[config.mk]
export PLATFORM = sky130hd
export DESIGN_NAME = tlik_div_cell
export DESIGN_NICKNAME = d
export VERILOG_FILES = /design/src/rtl/tlik_pkg.sv /design/src/rtl/tlik_div_cell.sv
export SDC_FILE = /design/constraint.sdc
export NUM_CORES = 1
export LEC_CHECK = 0
export BUFFER_PORTS_ARGS = -buffer_cell sky130_fd_sc_hd__buf_2
export CORE_MARGIN = 1.5
export CORE_UTILIZATION = 51
export DETAILED_ROUTE_END_ITERATION = 6
export PLACE_DENSITY = 0.81
export SYNTH_ARGS = -nofsm -noshare
export SYNTH_HDL_FRONTEND = slang
export SYNTH_SLANG_ARGS = --single-unit
export TNS_END_PERCENT = 10
[constraint.sdc]
create_clock -name clk -period 3.22 [get_ports clk]
set_input_delay 0.483 -clock clk [delete_from_list [all_inputs] [get_ports clk]]
set_output_delay 0.483 -clock clk [all_outputs]
set_load 0.1 [all_outputs]
[src/rtl/tlik_pkg.sv]
// package for the two-link arm inverse kinematics block
// widths, calibration tables, cordic step angles and the data types between cells
// no dependencies
`default_nettype none
package tlik_pkg;

	localparam int COORD_FRAC_BITS = 8;
	localparam int TABLE_POINTS    = 4;
	localparam int DEG_ONE         = 65536;
	localparam int CORDIC_STEPS    = 16;
	localparam int CORDIC_PRESHIFT = 8;
	localparam int SQRT_STEPS      = 21;
	localparam int DIV_STEPS       = 8;
	localparam int PWM_MIN         = 50;
	localparam int PWM_MAX         = 250;
	localparam int BIAS_SHIFT      = 7;
	localparam int INTERP_BIAS     = 1 << (BIAS_SHIFT - 1);

	localparam int TWO_L    = 15 << COORD_FRAC_BITS;
	localparam int TWO_L_SQ = TWO_L * TWO_L;

	localparam int CFG_W   = 13;
	localparam int IDX_W   = 2;
	localparam int XW      = 14;
	localparam int ZW      = 15;
	localparam int R2W     = 29;
	localparam int SQW     = 26;
	localparam int REMSQW  = 24;
	localparam int RADW    = 2 * SQRT_STEPS;
	localparam int ROOTW   = SQRT_STEPS;
	localparam int REMW    = ROOTW + 3;
	localparam int CW      = 33;
	localparam int AW      = 26;
	localparam int ANGW    = 28;
	localparam int SEGW    = 23;
	localparam int DENW    = SEGW + 1;
	localparam int NUMW    = 31;
	localparam int QW      = DIV_STEPS;
	localparam int PWMW    = 8;

	localparam logic [CFG_W-1:0] RST_SHOULDER_HEIGHT = 13'd2432;
	localparam logic [CFG_W-1:0] RST_MIN_RADIUS      = 13'd1024;
	localparam logic [CFG_W-1:0] RST_MAX_RADIUS      = 13'd3840;

	localparam int LIFT_DEG   [TABLE_POINTS] = '{0, 50, 55, 90};
	localparam int LIFT_PULSE [TABLE_POINTS] = '{220, 200, 150, 130};
	localparam int REACH_DEG  [TABLE_POINTS] = '{25, 45, 80, 140};
	localparam int REACH_PULSE[TABLE_POINTS] = '{130, 150, 180, 230};

	typedef enum logic [IDX_W-1:0] {
		REG_SHOULDER_HEIGHT = 2'd0,
		REG_MIN_RADIUS      = 2'd1,
		REG_MAX_RADIUS      = 2'd2
	} reg_idx_t;

	typedef struct packed {
		logic [RADW-1:0]  rad;
		logic [REMW-1:0]  rem;
		logic [ROOTW-1:0] root;
	} sqrt_t;

	typedef struct packed {
		logic signed [CW-1:0] x;
		logic signed [CW-1:0] y;
		logic signed [AW-1:0] ang;
	} cordic_t;

	typedef struct packed {
		logic [NUMW-1:0] num;
		logic [DENW-1:0] den;
		logic [QW-1:0]   q;
	} div_t;

	typedef struct packed {
		logic                 reach;
		logic signed [XW-1:0] x;
		logic signed [ZW-1:0] z;
	} sb_t;

	typedef struct packed {
		logic reach;
		logic zero;
	} flag_t;

	typedef struct packed {
		logic              cst;
		logic [PWMW-1:0]   ycst;
		logic [PWMW-1:0]   ya;
		logic signed [7:0] dy;
		logic [SEGW-1:0]   diff;
		logic [SEGW-1:0]   d;
	} seg_t;

	typedef struct packed {
		logic            cst;
		logic [PWMW-1:0] ycst;
		logic [PWMW-1:0] ya;
	} side_t;

	function automatic logic signed [AW-1:0] step_angle(input int i);
		logic signed [AW-1:0] a;
		unique case (i)
			0:  a = AW'(2949120);
			1:  a = AW'(1740967);
			2:  a = AW'(919879);
			3:  a = AW'(466945);
			4:  a = AW'(234379);
			5:  a = AW'(117304);
			6:  a = AW'(58666);
			7:  a = AW'(29335);
			8:  a = AW'(14668);
			9:  a = AW'(7334);
			10: a = AW'(3667);
			11: a = AW'(1833);
			12: a = AW'(917);
			13: a = AW'(458);
			14: a = AW'(229);
			15: a = AW'(115);
			default: a = '0;
		endcase
		return a;
	endfunction

	function automatic cordic_t pre_rotate(input logic signed [CW-1:0] x,
		input logic signed [CW-1:0] y);
		cordic_t c;
		c.x   = x;
		c.y   = y;
		c.ang = '0;
		if (x < 0) begin
			if (y >= 0) begin
				c.ang = AW'(90 * DEG_ONE);
				c.x   = y;
				c.y   = -x;
			end else begin
				c.ang = AW'(-90 * DEG_ONE);
				c.x   = -y;
				c.y   = x;
			end
		end
		return c;
	endfunction

	function automatic int pt_deg(input logic lift, input int i);
		return lift ? LIFT_DEG[i] : REACH_DEG[i];
	endfunction

	function automatic int pt_pwm(input logic lift, input int i);
		return lift ? LIFT_PULSE[i] : REACH_PULSE[i];
	endfunction

	function automatic seg_t seg_select(input logic signed [ANGW-1:0] a, input logic lift);
		seg_t s;
		logic found;
		logic signed [ANGW-1:0] xa;
		logic signed [ANGW-1:0] xb;
		s      = '0;
		found  = 1'b0;
		s.cst  = 1'b1;
		s.ycst = PWMW'(pt_pwm(lift, TABLE_POINTS - 1));
		if (a <= ANGW'(pt_deg(lift, 0) * DEG_ONE)) begin
			s.ycst = PWMW'(pt_pwm(lift, 0));
		end else begin
			for (int i = 1; i < TABLE_POINTS; i++) begin
				xa = ANGW'(pt_deg(lift, i - 1) * DEG_ONE);
				xb = ANGW'(pt_deg(lift, i) * DEG_ONE);
				if (!found && a <= xb) begin
					found  = 1'b1;
					s.cst  = 1'b0;
					s.ya   = PWMW'(pt_pwm(lift, i - 1));
					s.dy   = 8'(pt_pwm(lift, i) - pt_pwm(lift, i - 1));
					s.diff = SEGW'(a - xa);
					s.d    = SEGW'(xb - xa);
				end
			end
		end
		return s;
	endfunction

endpackage
`default_nettype wire

[src/rtl/tlik_div_cell.sv]
// one quotient bit of the restoring divider used for table interpolation
// depends on tlik_pkg
`default_nettype none
module tlik_div_cell #(
	parameter int STEP = 0
) (
	input  logic          clk,
	input  logic          en,
	input  tlik_pkg::div_t d_in,
	output tlik_pkg::div_t d_out
);
	import tlik_pkg::*;

	logic [NUMW-1:0] den_sh;
	div_t            nxt;

	always_comb begin
		den_sh  = NUMW'(d_in.den) << STEP;
		nxt     = d_in;
		if (d_in.num >= den_sh) begin
			nxt.num = d_in.num - den_sh;
			nxt.q   = d_in.q | (QW'(1) << STEP);
		end
	end

	always_ff @(posedge clk) begin
		if (en) begin
			d_out <= nxt;
		end
	end
endmodule
`default_nettype wire

# Word-level counts from Yosys, hierarchy flattened
# Cells that the tools add are included.
[classes] addsub=1 n_lt_le_gt_ge=1 mux=1
[op_table] cell="31-bit by 24-bit >= comparator with 1-bit output" count=1
[op_table] cell="31-bit 2-to-1 mux" count=1
[op_table] cell="31-bit by 24-bit subtractor with 31-bit output" count=1
[totals] in_bits=65 out_inout_bits=63 elab_cells=7 ff_bits=63

# Longest topological paths before layout
[logic_depth] word_depth=2 mapped_depth=12 depth_no_buf=11

# Least setup slack after synthesis
# Ideal clock, no wire load.
[synth_timing] path_type="input-to-reg" start="input port d_in[14] (netlist name)" end="register d_out[61] (netlist name) (data pin)" arrival_time_ns=2.470 stages=10 setup_time_ns=0.259 slack_ns=0.491 n_path_buf=0 required_time_ns=2.961 path_cell_list="inv_1 > ha_1 > a211oi_1 > nor2_1 > o31a_1 > o31ai_2 > a2111oi_0 > nor3_1 > o2111ai_1 > xnor2_1"
[synth_rtl] item="start: declaration" line="tlik_div_cell.sv:9" source="input tlik_pkg::div_t d_in,"
[synth_rtl] item="end signal: assignment" line="tlik_div_cell.sv:28" source="d_out <= nxt;"
[synth_rtl] item="end: declaration" line="tlik_div_cell.sv:10" source="output tlik_pkg::div_t d_out"

==> results.md <==
* Worst Path Arrival at between 2 and 3 ns
* DRT iter0 DRCs at approximately 170
* CTS tree: done
* Remaining DRCs at 0
* FP Rows at 30
* CTS Buf Count at 9
* Cells after Synth at 347
* Ys async rst share at 0%
* Leak at just over 2 nW
* PortBufs at 127
* Nets at 573
* Setup tns final at 0 ns
* # fillers at roughly 580
* Worst Path Buf+Inv at 2
* Worst Hold Class: in2reg
* Core ar. at ~6900 um2
* Antenna-violating nets left at 0
* Final worst slack at 0.4035 ns
* Clock sinks at between 60 and 70
* Via density at 5.296
* Max reg flops at 63
* Period utilization at a little under 90%
* Largest net degree at the start of global routing at between 60 and 70
* Synth cell types at 46
* Final GP Congestion at around 0.86
* First-pass GRT wire length at 13330 um
* Vias in the first global route at 3070
* Area grow syn2layout at 26.48%
* Post-DP HPWL at roughly 6400 um
* Inst Count DP at 568
* Initial core utilization at 53.77%
* Root Buffer: clkbuf_8
* Max Cap Violations at 0
* Registers with the most flip-flops: d_out: 63 flops
* Initial antenna violation count at 0
* Die X at 88.33 um
* CP startpoint kind: input port
* Critical path capture point type: register
* Mean Syn Cell Area at between 10 and 15 um2
* Full die area at a little under 8000 um2
* Max Slew Vio Count at 0
* IO Pins at 128
* Number of synthesized flops with an enable pin at 63
* Seq/Total Area, Yosys at around half
* Gr usage total at approximately 22%
* Top reg by flops: d_out
* Number of synthesized register bits at 63
* Via count at between 3000 and 4000
* Most common cell after layout, fill and taps aside: buf_2
* Gr ovfl total at 0
* Ant diodes at 0
* Power Total at around 2.9 mW
* Worst-margin pin slew at 0.7553 ns
* Final non-filler cell total at roughly 580
* Final wirelength at between 8000 and 9000 um
* Final hold vios at 0
* Unrepaired setup endpoints after global routing: false
* Hold buffer count at CTS at 0
* Max frequency at 0.3551 GHz
* Slew headroom at ~50%
* CP max stage cell: nor3_1
* Setup bufs post-CTS at 0
* CTS resizes at 0
* First-pass iteration count of the detailed router at 4
* Critical path class: in2reg
* Crit-path cells: buf_2 -> inv_1 -> ha_1 -> o21ai_0 -> nor2_1 -> o31a_1 -> o31ai_2 -> a2111oi_0 -> nor3_1 -> o2111ai_1 -> xnor2_1
* Outcome: completed
* H-tree levels at 3
* CTS max path bufs at 2
* Wire per inst at approximately 14 um
* Power density cells at about 630 nW/um2
* CP max stage delay at between 0.4 and 0.5 ns
* Delay-heaviest family, CP: compound AO/OA/AOI/OAI gates
* Clock-pin slew on the worst setup and hold paths at approximately 0.070 ns
* Syn_nets at approximately 440
* Worst Path Max Fanout at 6
* # setup viols final at 0
* Max VDD drop at ~290 uV
* Worst path required time at 3.31 ns
* Synth Warn # at 0
* Pre-CTS WS at just over 0.09 ns
* Commonest cells after routing, fill and taps aside: 127 x buf_2, 63 x edfxtp_1, 42 x nand2_1, 31 x o21ai_0, 27 x inv_1
* Mapped Area at approximately 3700 um2
* Share of post-route cells with drive strength above 1 at a little under a third
* Synth Flop Type: edfxtp_1
* Final worst path period need at between 2 and 3 ns
* Vert. Die Dim at approximately 90 um
-- routing by layer --
metal | wire (um) | part of all wire (%) | up-vias | global-route usage [%]
met2 | 4273 | 51 | 117 | 39.76
met1 | 3340 | 40 | 1412 | 25.65
met5 | 0 | 0 | - | 0
met3 | 557 | 6.7 | 12 | 4.851
li1 | - | - | 1552 | -
met4 | 128 | 1.5 | 0 | 9.517
-- cell families after synthesis --
kind of cell	after synthesis	synth area share, %
simple gates	98	13.17
compound gates	97	16.91
flops	63	50.94
buf+inv	36	3.740
xor+xnor	28	6.604
fa+ha+maj	25	8.625
-- stage by stage --
step | utilization (%) | hold WS [ns] | cell area (um2)
2_1_floorplan | - | 0.5819 | 3714
3_3_place_gp | 64.93 | 0.6593 | 4484
3_5_place_dp | 64.93 | 0.6613 | 4484
4_1_cts | 68.01 | 0.3017 | 4697
5_1_grt | 68.01 | 0.3019 | 4697
6_report | 68.01 | 0.3145 | 4697
-- where the power goes --
group          switching, mW  internal [mW]  leakage (nW)
clock                  0.304          0.433         0.104
combinational          0.927          0.232          1.30
sequential            0.0198           1.02         0.617
total                   1.25           1.69          2.02
-- layout make-up --
cell class	instances	area (um2)	share of cell area [%]
timing repair buffer	134	688.2	14.65
clock inverter	6	85.08	1.811
tap	96	120.1	2.557
multi-input combinational	248	1683	35.83
sequential	63	1892	40.28
clock buffer	10	127.6	2.717
inverter	27	101.3	2.158
-- cell usage after synthesis, types with 4 or more instances --
| library cell | number | area share (%) |
|---|---|---|
| a211oi_1 | 4 | 0.81 |
| a21o_1 | 6 | 1.2 |
| a21oi_1 | 19 | 2.6 |
| clkbuf_1 | 6 | 0.61 |
| edfxtp_1 | 63 | 51 |
| ha_1 | 24 | 8.1 |
| inv_1 | 27 | 2.7 |
| nand2_1 | 42 | 4.2 |
| nand2b_1 | 6 | 1.0 |
| nand3_1 | 9 | 1.2 |
| nor2_1 | 12 | 1.2 |
| nor3_1 | 5 | 0.67 |
| o2111ai_1 | 5 | 1.2 |
| o21a_1 | 6 | 1.2 |
| o21ai_0 | 31 | 4.2 |
| o21ai_1 | 5 | 0.67 |
| xnor2_1 | 16 | 3.8 |
| xor2_1 | 12 | 2.8 |
-- final timing paths --
check	from	endpoint	slack [ns]	cells after the start
max	d_in[15]	d_out[57]$_DFFE_PP_	0.40	11
min	d_in[4]	d_out[4]$_DFFE_PP_	0.31	1
No activity file was read; power rests on OpenSTA's default activity.
