[src/rtl/tlik_pkg.sv]
// package for the two-link arm inverse kinematics block
// widths, calibration tables, cordic step angles and the data types between cells
// no dependencies
`default_nettype none
package tlik_pkg;

	localparam int COORD_FRAC_BITS = 8;
	localparam int TABLE_POINTS    = 4;
	localparam int DEG_ONE         = 65536;
	localparam int CORDIC_STEPS    = 16;
	localparam int CORDIC_PRESHIFT = 8;
	localparam int SQRT_STEPS      = 21;
	localparam int DIV_STEPS       = 8;
	localparam int PWM_MIN         = 50;
	localparam int PWM_MAX         = 250;
	localparam int BIAS_SHIFT      = 7;
	localparam int INTERP_BIAS     = 1 << (BIAS_SHIFT - 1);

	localparam int TWO_L    = 15 << COORD_FRAC_BITS;
	localparam int TWO_L_SQ = TWO_L * TWO_L;

	localparam int CFG_W   = 13;
	localparam int IDX_W   = 2;
	localparam int XW      = 14;
	localparam int ZW      = 15;
	localparam int R2W     = 29;
	localparam int SQW     = 26;
	localparam int REMSQW  = 24;
	localparam int RADW    = 2 * SQRT_STEPS;
	localparam int ROOTW   = SQRT_STEPS;
	localparam int REMW    = ROOTW + 3;
	localparam int CW      = 33;
	localparam int AW      = 26;
	localparam int ANGW    = 28;
	localparam int SEGW    = 23;
	localparam int DENW    = SEGW + 1;
	localparam int NUMW    = 31;
	localparam int QW      = DIV_STEPS;
	localparam int PWMW    = 8;

	localparam logic [CFG_W-1:0] RST_SHOULDER_HEIGHT = 13'd2432;
	localparam logic [CFG_W-1:0] RST_MIN_RADIUS      = 13'd1024;
	localparam logic [CFG_W-1:0] RST_MAX_RADIUS      = 13'd3840;

	localparam int LIFT_DEG   [TABLE_POINTS] = '{0, 50, 55, 90};
	localparam int LIFT_PULSE [TABLE_POINTS] = '{220, 200, 150, 130};
	localparam int REACH_DEG  [TABLE_POINTS] = '{25, 45, 80, 140};
	localparam int REACH_PULSE[TABLE_POINTS] = '{130, 150, 180, 230};

	typedef enum logic [IDX_W-1:0] {
		REG_SHOULDER_HEIGHT = 2'd0,
		REG_MIN_RADIUS      = 2'd1,
		REG_MAX_RADIUS      = 2'd2
	} reg_idx_t;

	typedef struct packed {
		logic [RADW-1:0]  rad;
		logic [REMW-1:0]  rem;
		logic [ROOTW-1:0] root;
	} sqrt_t;

	typedef struct packed {
		logic signed [CW-1:0] x;
		logic signed [CW-1:0] y;
		logic signed [AW-1:0] ang;
	} cordic_t;

	typedef struct packed {
		logic [NUMW-1:0] num;
		logic [DENW-1:0] den;
		logic [QW-1:0]   q;
	} div_t;

	typedef struct packed {
		logic                 reach;
		logic signed [XW-1:0] x;
		logic signed [ZW-1:0] z;
	} sb_t;

	typedef struct packed {
		logic reach;
		logic zero;
	} flag_t;

	typedef struct packed {
		logic              cst;
		logic [PWMW-1:0]   ycst;
		logic [PWMW-1:0]   ya;
		logic signed [7:0] dy;
		logic [SEGW-1:0]   diff;
		logic [SEGW-1:0]   d;
	} seg_t;

	typedef struct packed {
		logic            cst;
		logic [PWMW-1:0] ycst;
		logic [PWMW-1:0] ya;
	} side_t;

	function automatic logic signed [AW-1:0] step_angle(input int i);
		logic signed [AW-1:0] a;
		unique case (i)
			0:  a = AW'(2949120);
			1:  a = AW'(1740967);
			2:  a = AW'(919879);
			3:  a = AW'(466945);
			4:  a = AW'(234379);
			5:  a = AW'(117304);
			6:  a = AW'(58666);
			7:  a = AW'(29335);
			8:  a = AW'(14668);
			9:  a = AW'(7334);
			10: a = AW'(3667);
			11: a = AW'(1833);
			12: a = AW'(917);
			13: a = AW'(458);
			14: a = AW'(229);
			15: a = AW'(115);
			default: a = '0;
		endcase
		return a;
	endfunction

	function automatic cordic_t pre_rotate(input logic signed [CW-1:0] x,
		input logic signed [CW-1:0] y);
		cordic_t c;
		c.x   = x;
		c.y   = y;
		c.ang = '0;
		if (x < 0) begin
			if (y >= 0) begin
				c.ang = AW'(90 * DEG_ONE);
				c.x   = y;
				c.y   = -x;
			end else begin
				c.ang = AW'(-90 * DEG_ONE);
				c.x   = -y;
				c.y   = x;
			end
		end
		return c;
	endfunction

	function automatic int pt_deg(input logic lift, input int i);
		return lift ? LIFT_DEG[i] : REACH_DEG[i];
	endfunction

	function automatic int pt_pwm(input logic lift, input int i);
		return lift ? LIFT_PULSE[i] : REACH_PULSE[i];
	endfunction

	function automatic seg_t seg_select(input logic signed [ANGW-1:0] a, input logic lift);
		seg_t s;
		logic found;
		logic signed [ANGW-1:0] xa;
		logic signed [ANGW-1:0] xb;
		s      = '0;
		found  = 1'b0;
		s.cst  = 1'b1;
		s.ycst = PWMW'(pt_pwm(lift, TABLE_POINTS - 1));
		if (a <= ANGW'(pt_deg(lift, 0) * DEG_ONE)) begin
			s.ycst = PWMW'(pt_pwm(lift, 0));
		end else begin
			for (int i = 1; i < TABLE_POINTS; i++) begin
				xa = ANGW'(pt_deg(lift, i - 1) * DEG_ONE);
				xb = ANGW'(pt_deg(lift, i) * DEG_ONE);
				if (!found && a <= xb) begin
					found  = 1'b1;
					s.cst  = 1'b0;
					s.ya   = PWMW'(pt_pwm(lift, i - 1));
					s.dy   = 8'(pt_pwm(lift, i) - pt_pwm(lift, i - 1));
					s.diff = SEGW'(a - xa);
					s.d    = SEGW'(xb - xa);
				end
			end
		end
		return s;
	endfunction

endpackage
`default_nettype wire

[src/rtl/tlik_sqrt_cell.sv]
// one digit of the restoring square root, two radicand bits per cell
// depends on tlik_pkg
`default_nettype none
module tlik_sqrt_cell (
	input  logic           clk,
	input  logic           en,
	input  tlik_pkg::sqrt_t d_in,
	output tlik_pkg::sqrt_t d_out
);
	import tlik_pkg::*;

	logic [REMW-1:0] part;
	logic [REMW-1:0] trial;
	sqrt_t           nxt;

	always_comb begin
		part    = {d_in.rem[REMW-3:0], d_in.rad[RADW-1 -: 2]};
		trial   = {1'b0, d_in.root, 2'b01};
		nxt.rad = {d_in.rad[RADW-3:0], 2'b00};
		if (part >= trial) begin
			nxt.rem  = part - trial;
			nxt.root = {d_in.root[ROOTW-2:0], 1'b1};
		end else begin
			nxt.rem  = part;
			nxt.root = {d_in.root[ROOTW-2:0], 1'b0};
		end
	end

	always_ff @(posedge clk) begin
		if (en) begin
			d_out <= nxt;
		end
	end
endmodule
`default_nettype wire

[config.mk]
export PLATFORM = sky130hd
export DESIGN_NAME = tlik_sqrt_cell
export DESIGN_NICKNAME = d
export VERILOG_FILES = /design/src/rtl/tlik_pkg.sv /design/src/rtl/tlik_sqrt_cell.sv
export SDC_FILE = /design/constraint.sdc
export NUM_CORES = 1
export LEC_CHECK = 0
export BUFFER_PORTS_ARGS = -buffer_cell sky130_fd_sc_hd__buf_4
export CAP_MARGIN = 10
export CORE_UTILIZATION = 30
export DETAILED_ROUTE_END_ITERATION = 8
export PLACE_DENSITY = 0.53
export SYNTH_ARGS = -nofsm -noshare
export SYNTH_HDL_FRONTEND = slang
export SYNTH_SLANG_ARGS = --single-unit
[constraint.sdc]
create_clock -name clk -period 2.7 [get_ports clk]
set_clock_uncertainty 0.2 [all_clocks]
set_input_delay 0.405 -clock clk [delete_from_list [all_inputs] [get_ports clk]]
set_output_delay 0.405 -clock clk [all_outputs]
set_load 0.01 [all_outputs]
# ---- After elaboration in Yosys (flattened, before gate mapping)
# Cells that the tools add are included.
dict set report word_totals {
  elab_cells 6
  inputBits 89
  reg_bits 85
}
dict set report classes {
  n_addsub 1
  mux 1
  magnitude_cmp 1
}
# operator count
set ops {}
lappend ops {{$mux W45} 1}
lappend ops {{$ge A24 B23 Y1} 1}
lappend ops {{$sub A24 B23 Y24} 1}

# ---- Longest topological paths before layout
# Gate-level depths: netlist of run 1.
dict set report logic_depth {
  depth_word 2
  depth_mapped 11
  mapped_depth_nobuf 9
}

# ---- Worst setup path after synthesis of run 1
# No wires, ideal clock.
dict set report synth_timing {
  kind {input -> register}
  from {input port d_in[15] in the netlist's numbering}
  to {register d_out[28] in the netlist's numbering, data pin}
  slack_ps 9
  n_path_buf 2
  t_arrival_ps 2230
  t_required_ps 2240
  cell_stages 10
  cell_sequence {inv_1 ha_1 buf_6 a21oi_1 o21ai_1 a221o_1 a211oi_2 o21ai_4 buf_6 mux2_4}
}
# item line
set synth_rtl {}
lappend synth_rtl {{from (decl)} tlik_sqrt_cell.sv:7} ;# input tlik_pkg::sqrt_t d_in,
lappend synth_rtl {{to (signal assigned)} tlik_sqrt_cell.sv:31} ;# d_out <= nxt;
lappend synth_rtl {{to (decl)} tlik_sqrt_cell.sv:8} ;# output tlik_pkg::sqrt_t d_out

==> results.md, run 1 <==
- Core area: 13900 µm²
- Worst Hold Depth: 1
- Via count: 3454
- HP Class: in -> reg
- RSZ-0062 raised after global routing: false
- Sw Share: 0.268
- CTS tree: done
- Routability cong.: 0.775
- Hold-fix buffers, CTS: 0
- H-tree Lvls: 3
- Logic gate share of total power: 0.259
- CP arrival: 2.37 ns
- Crit path max fanout: 5
- Outcome: finished, final reports clean
- Largest register by flop count: d_out
- Setup TNS: 0 ns
- Cells resized by post-CTS repair: 0
- Number of global-route vias before repair: roughly 3400
- Switching power: 1.01 mW
- Drt total wl: about 11000 µm
- Biggest regs: d_out: 85 flops
- Final setup violation count: 0
- VDD IR max: 0.000257 V
- Pin count of the biggest net entering global routing: 55
- Slew @ Worst Pin: 0.487 ns
- DR vias/cell: roughly 4.5
- Max reg flops: between 80 and 90
- Post-CTS setup repair buffer count: 0
- Global route overflow: 0
- Clock transition at path regs: 0.06 ns
- Die width: 121 µm
- DRT antenna net count: 0
- DRC errors left: 0
- Hpwl dp: 8720 µm
- Synth warn: 0
- Starting Density: 0.308
- Max clock buf depth: 2
- Synth unique cells: 49
- Syn Inst Count: 342
- Layout Area Growth over Synthesis: 51.3%
- # port buffers: 171
- Crit Path Class: in -> reg
- Max_cap viols: 0
- Crit end category: register
- Layout cells sized above 1: 0.468
- Syn Area/Cell: 12.5 µm²
- Row count: 43
- Cell chosen for the clock root: clkbuf_16
- Global-route wire length before repair: roughly 17000 µm
- Total track usage: 0.151
- Die Ht: roughly 120 µm
- Synthesized flop and latch total: 85
- Final Hold Fails: 0
- Lkg Pwr: ~2.9 nW
- Antenna fix cells: 0
- Final Max Slew Viols: 0
- Fmax: 403 MHz
- Post-Synthesis Cell Area: 4280 µm²
- WL per Instance: 14.6 µm
- Type of origin of the critical path: primary input
- Total power: 3.77 mW
- Clock network fraction of total power: 0.303
- Clk sinks: 85
- Hold_ws: 0.0364 ns
- Sequential fraction of design power: 0.438
- Min cycle time layout: between 2 and 2.5 ns
- Nets: 688
- Initial antenna violation count: 0
- DIE AREA: 14700 µm²
- Crit path required time: ~2.6 ns
- Power per Cell Area: 582 nW/µm²
- Top Ports: 176
- Max_slew headroom: 0.672
- DRT iter0 DRCs: ~210
- Num CTS Buffers: 9
- Cell-internal power: between 2 and 3 mW
- Sequential share of the synthesized area: 0.597
- Part of the cycle the worst path needs: 0.918
- Initial DRT Pass Iterations: 4
[worst paths after layout]
path	from	end
max	d_in[7]	d_out[39]
min	d_in[55]	d_out[57]
[cells in the final DEF (no fill, tap or decap), types with 12 or more instances in the layout]
cell      instances
a21oi_1          27
a21oi_2          12
buf_4           229
edfxtp_1         85
ha_1             23
inv_1            30
nand2_1          26
nor2_1           25
o21ai_0          16
xnor2_1          12
[layer usage]
| layer | share of wire | wire (µm) | vias to the layer above | track usage |
|---|---|---|---|---|
| met5 | 0 | 0 | - | 0 |
| met2 | 0.46 | 5060 | 131 | 0.242 |
| met1 | 0.45 | 5010 | 1593 | 0.193 |
| li1 | - | - | 1723 | - |
| met3 | 0.083 | 926 | 7 | 0.0479 |
| met4 | 0.010 | 111 | 0 | 0.0471 |
[synth_stat cells, drive strengths merged]
cell	n	area share
a2111oi	1	0.0023
a211oi	2	0.0059
a21o	4	0.0070
a21oi	40	0.060
a221o	2	0.0047
a221oi	2	0.0056
a22oi	1	0.0018
a311oi	1	0.0020
a31oi	1	0.0015
a41oi	1	0.0020
and2	3	0.0044
and3	1	0.0015
and4	1	0.0020
buf	10	0.019
conb	1	0.00088
edfxtp	85	0.60
ha	23	0.067
inv	30	0.026
mux2	6	0.019
nand2	26	0.023
nand2b	2	0.0029
nand3	5	0.0059
nand4	4	0.0059
nor2	25	0.022
nor2b	2	0.0029
nor3	6	0.0070
nor3b	1	0.0018
nor4	1	0.0015
o211ai	2	0.0047
o21a	5	0.0088
o21ai	19	0.025
o21bai	4	0.0070
o221ai	1	0.0020
o22ai	1	0.0015
o32ai	1	0.0038
or3	3	0.0056
xnor2	12	0.025
xor2	7	0.014
[cells by family after synthesis]
| family | count (synthesis) | share of synthesized area |
|---|---|---|
| flops | 85 | 0.597 |
| buf+inv | 40 | 0.0451 |
| fa+ha+maj | 23 | 0.0673 |
| mux | 6 | 0.0193 |
| other cells | 1 | 0.000877 |
| xor+xnor | 19 | 0.0389 |
| compound gates | 88 | 0.145 |
| simple gates | 80 | 0.0860 |
[through the flow]
stage                     area (µm²)   util  cells  worst slack (ns)
after floorplan                 4280      -    343           0.00922
after global placement          6200  0.447    745            -0.149
after detailed placement        6200  0.447    745            -0.166
after CTS                       6470  0.466    761             0.197
after global routing            6470  0.466    761            0.0658
final                           6470  0.466    761             0.221
[critical path, stage by stage]
cell      delay [ns]
buf_4           0.08
inv_1           0.03
ha_1            0.35
buf_4           0.18
nand2_1         0.08
o21a_1          0.14
nor3_1          0.05
or3_4           0.42
a221oi_2        0.29
xnor2_1         0.10
mux2_4          0.25
[cell type report]
cell class | instances | area [µm²]
multi-input combinational | 218 | 1530
inverter | 30 | 113
timing repair buffer | 232 | 1780
fill | 1325 | 7410
sequential | 85 | 2550
tap | 180 | 225
clock buffer | 10 | 229
clock inverter | 6 | 37.5
[power groups by stage]
stage | registers, mW | clock network [mW] | logic [mW]
floorplan | 1.75 | 0 | 0.386
global placement | 1.68 | 0 | 0.981
detailed placement | 1.68 | 0 | 0.984
CTS | 1.65 | 1.18 | 0.989
global route | 1.66 | 1.22 | 1.07
finish | 1.65 | 1.14 | 0.975
(Power assumes the default switching activity.)
==> run 2: changes to the inputs <==
--- a/config.mk
+++ b/config.mk
@@ -7,9 +7,10 @@
 export LEC_CHECK = 0
 export BUFFER_PORTS_ARGS = -buffer_cell sky130_fd_sc_hd__buf_4
 export CAP_MARGIN = 10
-export CORE_UTILIZATION = 30
+export CORE_UTILIZATION = 40
 export DETAILED_ROUTE_END_ITERATION = 8
-export PLACE_DENSITY = 0.53
+export MAX_ROUTING_LAYER = met4
+export PLACE_DENSITY = 0.68
 export SYNTH_ARGS = -nofsm -noshare
 export SYNTH_HDL_FRONTEND = slang
 export SYNTH_SLANG_ARGS = --single-unit
==> constraint.sdc (replaced) <==
create_clock -name clk -period 2.07 [get_ports clk]
set_clock_uncertainty 0.2 [all_clocks]
set_input_delay 0.3105 -clock clk [delete_from_list [all_inputs] [get_ports clk]]
set_output_delay 0.3105 -clock clk [all_outputs]
set_load 0.01 [all_outputs]
==> run 2 against run 1 <==
  * Global-route usage grew 11 points
  * Combinational power rose by 72%
  * Hold slack worse by 0.021 ns
  * The flow now finishes with violations (negative setup slack)
  * Total power rose by 34%
  * Clock-buffer cell count unchanged
  * First-iteration DRC count is 24% lower
  * Largest power group unchanged
==> results.md, run 2 (synthesized netlist as in run 1, its figures left out) <==
- Biggest regs: d_out: 85 flops
- DR vias/cell: 4.86 (+7.0%)
- Final Max Slew Viols: 0 (unchanged)
- DRT antenna net count: 0 (unchanged)
- Core Util, Final: 0.755 (+0.289)
- Core area: 10300 µm² (-26%)
- DIE AREA: 11100 µm² (-25%)
- Die Ht: 105 µm (-13%)
- WL per Instance: 17.2 µm (+18%)
- DRC errors left: 0 (unchanged)
- # port buffers: 171 (unchanged)
- Global route overflow: 0 (unchanged)
- Min cycle time layout: 2.29 ns
- Setup TNS: -1.47 ns (-1.47 ns)
- HP Class: in -> reg
- Antenna fix cells: 0 (unchanged)
- Number of global-route vias before repair: 4081 (+21%)
- Sw Share: 0.288 (+0.0199)
- Top Ports: 176 (unchanged)
- Layout cells sized above 1: 0.554 (+0.0861)
- Row count: 37 (-14%)
- Final setup violation count: 23 (+23)
- CTS tree: done
- Max clock buf depth: 2 (unchanged)
- Part of the cycle the worst path needs: 1.11
- Largest register by flop count: d_out
- Type of origin of the critical path: primary input
- Hpwl dp: 8890 µm (+2.0%)
- CP Cell Sequence: buf_6, ha_4, a21o_1, a21oi_4, a2111oi_4, or3_4, a211oi_4, xnor2_1, mux2_4
- Cell-internal power: 3.59 mW (+30%)
- VDD IR max: 0.000397 V (+54%)
- Lkg Pwr: 3.30 nW (+15%)
- CP delay by family, top: compound AO/OA/AOI/OAI gates
- Total track usage: 0.259 (+0.107)
- Logic gate share of total power: 0.332 (+0.073)
- CP arrival: 2.22 ns (-0.15 ns)
- Power per Cell Area: 648 nW/µm² (+11%)
- Outcome: complete, but fails checks
- Crit path max fanout: 4 (-1)
- Final Hold Fails: 0 (unchanged)
- Switching power: 1.45 mW (+44%)
- Clock transition at path regs: 0.09 ns (+0.03 ns)
- Nets: 780 (+13%)
- Clock network fraction of total power: 0.240 (-0.063)
- Die width: 105 µm (-13%)
- Sequential fraction of design power: 0.428 (-0.010)
- Routability cong.: 0.826 (+6.7%)
- Initial DRT Pass Iterations: 4 (unchanged)
- Commonest cells after routing, fill and taps aside: 237 x buf_4, 85 x edfxtp_1, 59 x dlygate4sd3_1
- Crit path required time: 2.00 ns (-0.59 ns)
- Layout Area Growth over Synthesis: 82.2%
- Critical-path top delay cell: or3_4
- RSZ-0062 raised after global routing: true
- Drt total wl: 13900 µm (+25%)
- WP buf/inv: 1 (-2)
- Starting Density: 0.414 (+0.106)
- Global-route wire length before repair: 21200 µm (+26%)
- H-tree Lvls: 3 (unchanged)
- DRT iter0 DRCs: 162 (-24%)
- Max_cap viols: 0 (unchanged)
- Fmax: 436 MHz
- Clk sinks: 85 (unchanged)
- Failing checks: negative setup slack
- Crit Path Class: in -> reg
- Commonest non-fill, non-tap cell in the layout: buf_4
- Max reg flops: 85 (unchanged)
- Via count: 3930 (+14%)
- Cell chosen for the clock root: clkbuf_8
- CP peak stage delay: 0.44 ns (+0.02 ns)
- Pin count of the biggest net entering global routing: 55 (unchanged)
- Initial antenna violation count: 0 (unchanged)
- Slack of the critical path: -0.221 ns (-0.442 ns)
- Crit end category: register
- Num CTS Buffers: 9 (unchanged)
-- run 2: layout make-up --
class                      count  area [µm²]
fill                         661        2530
tap                          136         170
sequential                    85        2550
clock inverter                 6        62.6
clock buffer                  10         128
multi-input combinational    218        2010
inverter                      30         130
timing repair buffer         324        2730
-- run 2: worst paths after layout --
kind,startpoint,to,slack [ns],cells after the start
max,d_in[23],d_out[43],-0.22,9
min,d_in[19],d_out[20],0.02,2
-- run 2: timing repair --
action                                  in CTS  in global routing
hold buffers                                59                  0
setup buffers                               15                  5
endpoints found under the setup margin      16                 25
endpoints found under the hold margin       59                  0
cloned                                       1                  0
gates resized for setup                     51                 47
pin swaps                                   20                 22
-- run 2: power groups by stage --
stage               combinational, mW  clock [mW]  sequential [mW]
global placement                 1.34           0             2.19
floorplan                       0.562           0             2.28
global route                     1.79        1.29             2.17
CTS                              1.57        1.22             2.16
detailed placement               1.36           0             2.19
finish                           1.68        1.21             2.16
-- run 2: routing by layer --
layer / wire [µm] / up-vias / global-route usage
li1: - / 1897 / -
met1: 5780 / 1863 / 0.305
met2: 7000 / 154 / 0.451
met3: 899 / 16 / 0.0557
met4: 229 / 0 / 0.0604
met5: 0 / - / -
-- run 2: stage by stage --
stage | hold slack, ns | setup slack (ns) | power, mW | area (µm²) | std cells
final | 0.0155 | -0.221 | 5.05 | 7790 | 809
after global routing | 0.00321 | -0.241 | 5.25 | 7790 | 809
after CTS | 0.00457 | -0.153 | 4.95 | 7550 | 804
after detailed placement | 0.290 | -0.647 | 3.55 | 6440 | 713
after global placement | 0.289 | -0.600 | 3.53 | 6440 | 713
after floorplan | 0.209 | -0.382 | 2.85 | 4510 | 343
==> run 3: changes to the inputs <==
--- a/config.mk
+++ b/config.mk
@@ -9,8 +9,10 @@
 export CAP_MARGIN = 10
 export CORE_UTILIZATION = 40
 export DETAILED_ROUTE_END_ITERATION = 8
+export GPL_TIMING_DRIVEN = 0
 export MAX_ROUTING_LAYER = met4
 export PLACE_DENSITY = 0.68
 export SYNTH_ARGS = -nofsm -noshare
 export SYNTH_HDL_FRONTEND = slang
 export SYNTH_SLANG_ARGS = --single-unit
+export TNS_END_PERCENT = 100
==> run 3 against run 2 <==
  * The flow still finishes with violations (negative setup slack)
  * First-iteration DRC count increased by 12%
  * Setup slack improved by 0.075 ns
  * Non-clock buffer count decreased by 56
  * Sequential power hardly changed
  * Clock power grew 15%
  * Highest routed layer unchanged
  * Cell area down 5.5%
  * Via count decreased by 5.4%
  * Sequential cell count unchanged
  * Routed wire length fell by 9.1%
  * Clock-buffer cell count decreased by 1
  * Critical endpoint is now d_out[28]
==> results.md, run 3 (synthesized netlist as in run 1, its figures left out) <==
- HP Class: in -> reg
- Failing checks: negative setup slack
- WP buf/inv: 3 (+2)
- VDD IR max: 0.000428 V (+7.8%)
- H-tree Lvls: 3 (unchanged)
- Layout Area Growth over Synthesis: 72.2%
- CP dominant cell by count: a21oi_2
- Crit. path cell count: 10 (+1)
- Max reg flops: 85 (unchanged)
- Crit path required time: 2.00 ns (about the same)
- Total power: 5.07 mW (+0.38%)
- Nets: 724 (-7.2%)
- Type of origin of the critical path: primary input
- Cell chosen for the clock root: clkbuf_8
- Crit end category: register
- Placed instance area: 5960 µm² (-7.5%)
- Commonest cells after routing, fill and taps aside: 185 x buf_4, 85 x edfxtp_1, 60 x dlygate4sd3_1
- Min cycle time layout: 2.22 ns (-0.0745 ns)
- Final Max Slew Viols: 0 (unchanged)
- Pin count of the biggest net entering global routing: 86 (+56%)
- Final setup violation count: 23 (unchanged)
- Die Ht: 105 µm (unchanged)
- Outcome: complete, but fails checks
- CTS tree: done
- Setup TNS: -1.47 ns (+0.000230 ns)
- Crit Path Class: in -> reg
- Num CTS Buffers: 9 (unchanged)
- DRC errors left: 0 (unchanged)
- DR vias/cell: 4.94 (+1.7%)
- Clock transition at path regs: 0.09 ns (about the same)
- CP arrival: 2.15 ns (-0.07 ns)
- Slack of the critical path: -0.146 ns (+0.0745 ns)
- Commonest non-fill, non-tap cell in the layout: buf_4
- End point of the critical path: d_out[28]
- Top Ports: 176 (unchanged)
- Fmax: 451 MHz (+3.4%)
- Starting Density: 0.414 (unchanged)
- Via count: 3719 (-5.4%)
- Initial antenna violation count: 0 (unchanged)
- Largest register by flop count: d_out
- Routability cong.: 0.827 (about the same)
- Slew @ Worst Pin: 1.08 ns
- Number of global-route vias before repair: 3735 (-8.5%)
- Initial DRT Pass Iterations: 4 (unchanged)
- Core area: 10300 µm² (unchanged)
- Lkg Pwr: 3.05 nW (-7.6%)
- Global route overflow: 0 (unchanged)
- Drt total wl: 12600 µm (-9.1%)
- DIE AREA: 11100 µm² (unchanged)
- Max clock buf depth: 2 (unchanged)
- Final Hold Fails: 0 (unchanged)
- Max_slew headroom: 0.280
- Clk sinks: 85 (unchanged)
- Design Area, Final: 7360 µm² (-5.5%)
- DRT iter0 DRCs: 181 (+12%)
- Total track usage: 0.235 (-0.0234)
- CP startpoint: d_in[8]
- Fin cells: 753 (-6.9%)
- Global-route wire length before repair: 19300 µm (-8.9%)
- Placed Cells incl. Taps: 650 (-8.8%)
- Antenna fix cells: 0 (unchanged)
- Row count: 37 (unchanged)
- Hold_ws: 0.0464 ns (+0.0309 ns)
- DRT antenna net count: 0 (unchanged)
- RSZ-0062 raised after global routing: true
- # port buffers: 171 (unchanged)
- Die width: 105 µm (unchanged)
- Part of the cycle the worst path needs: 1.07 (-0.0360)
- Layout cells sized above 1: 0.514 (-0.0405)
- CP delay by family, top: simple AND/OR/NAND/NOR gates
- Biggest regs: d_out: 85 flops
- Power per Cell Area: 688 nW/µm² (+6.2%)
- CP Cell Sequence: buf_6, inv_4, ha_4, nand4_1, or3_4, a21oi_2, a21oi_2, o21ai_4, buf_8, mux2_4
- CP peak stage delay: 0.42 ns (-0.02 ns)
- Hpwl dp: 8080 µm (-9.1%)
- Max_cap viols: 0 (unchanged)
- WL per Instance: 16.8 µm (-2.3%)
- Crit path max fanout: 5 (+1)
- Critical-path top delay cell: or3_4
==> run 3: how the worst min path moves through the flow <==
stage,startpoint,endpoint,slack [ns],cells after the start
6_report,d_in[41],d_out[43],0.05,2
2_1_floorplan,d_in[9],d_out[10],0.21,0
3_3_place_gp,d_in[55],d_out[57],0.29,1
4_1_cts,d_in[23],d_out[25],0.04,2
5_1_grt,d_in[23],d_out[25],0.04,2
3_5_place_dp,d_in[84],d_out[86],0.29,1
==> run 3: what timing repair did <==
item	4_1_cts	5_1_grt
endpoints found under the setup margin	25	25
cloned	1	0
hold endpoints to repair	60	0
gates resized for setup	50	51
hold buffers	60	0
setup buffers	23	7
pin swaps	28	22
==> run 3: final cells by class <==
class | instances | area [µm²]
fill | 717 | 2960
sequential | 85 | 2550
timing repair buffer | 261 | 2200
multi-input combinational | 218 | 2000
tap | 136 | 170
inverter | 30 | 138
clock buffer | 9 | 124
clock inverter | 7 | 105
buffer | 7 | 76.3
==> run 3: routing by layer <==
metal  wire [µm]  track usage
met5           0            -
met4         198       0.0775
met3        1010       0.0730
met2        6360        0.403
met1        5070        0.260
==> run 3: where the power goes <==
part,internal (mW),switching (mW)
Combinational,0.819,0.698
Clock,0.699,0.689
Sequential,2.11,0.0548
Total,3.62,1.44
==> run 3: per-stage QoR <==
stage | setup WS, ns | utilization
final | -0.146 | 0.713
after CTS | -0.166 | 0.694
after global placement | -0.693 | 0.577
after detailed placement | -0.707 | 0.577
after global routing | -0.188 | 0.713
after floorplan | -0.382 | -
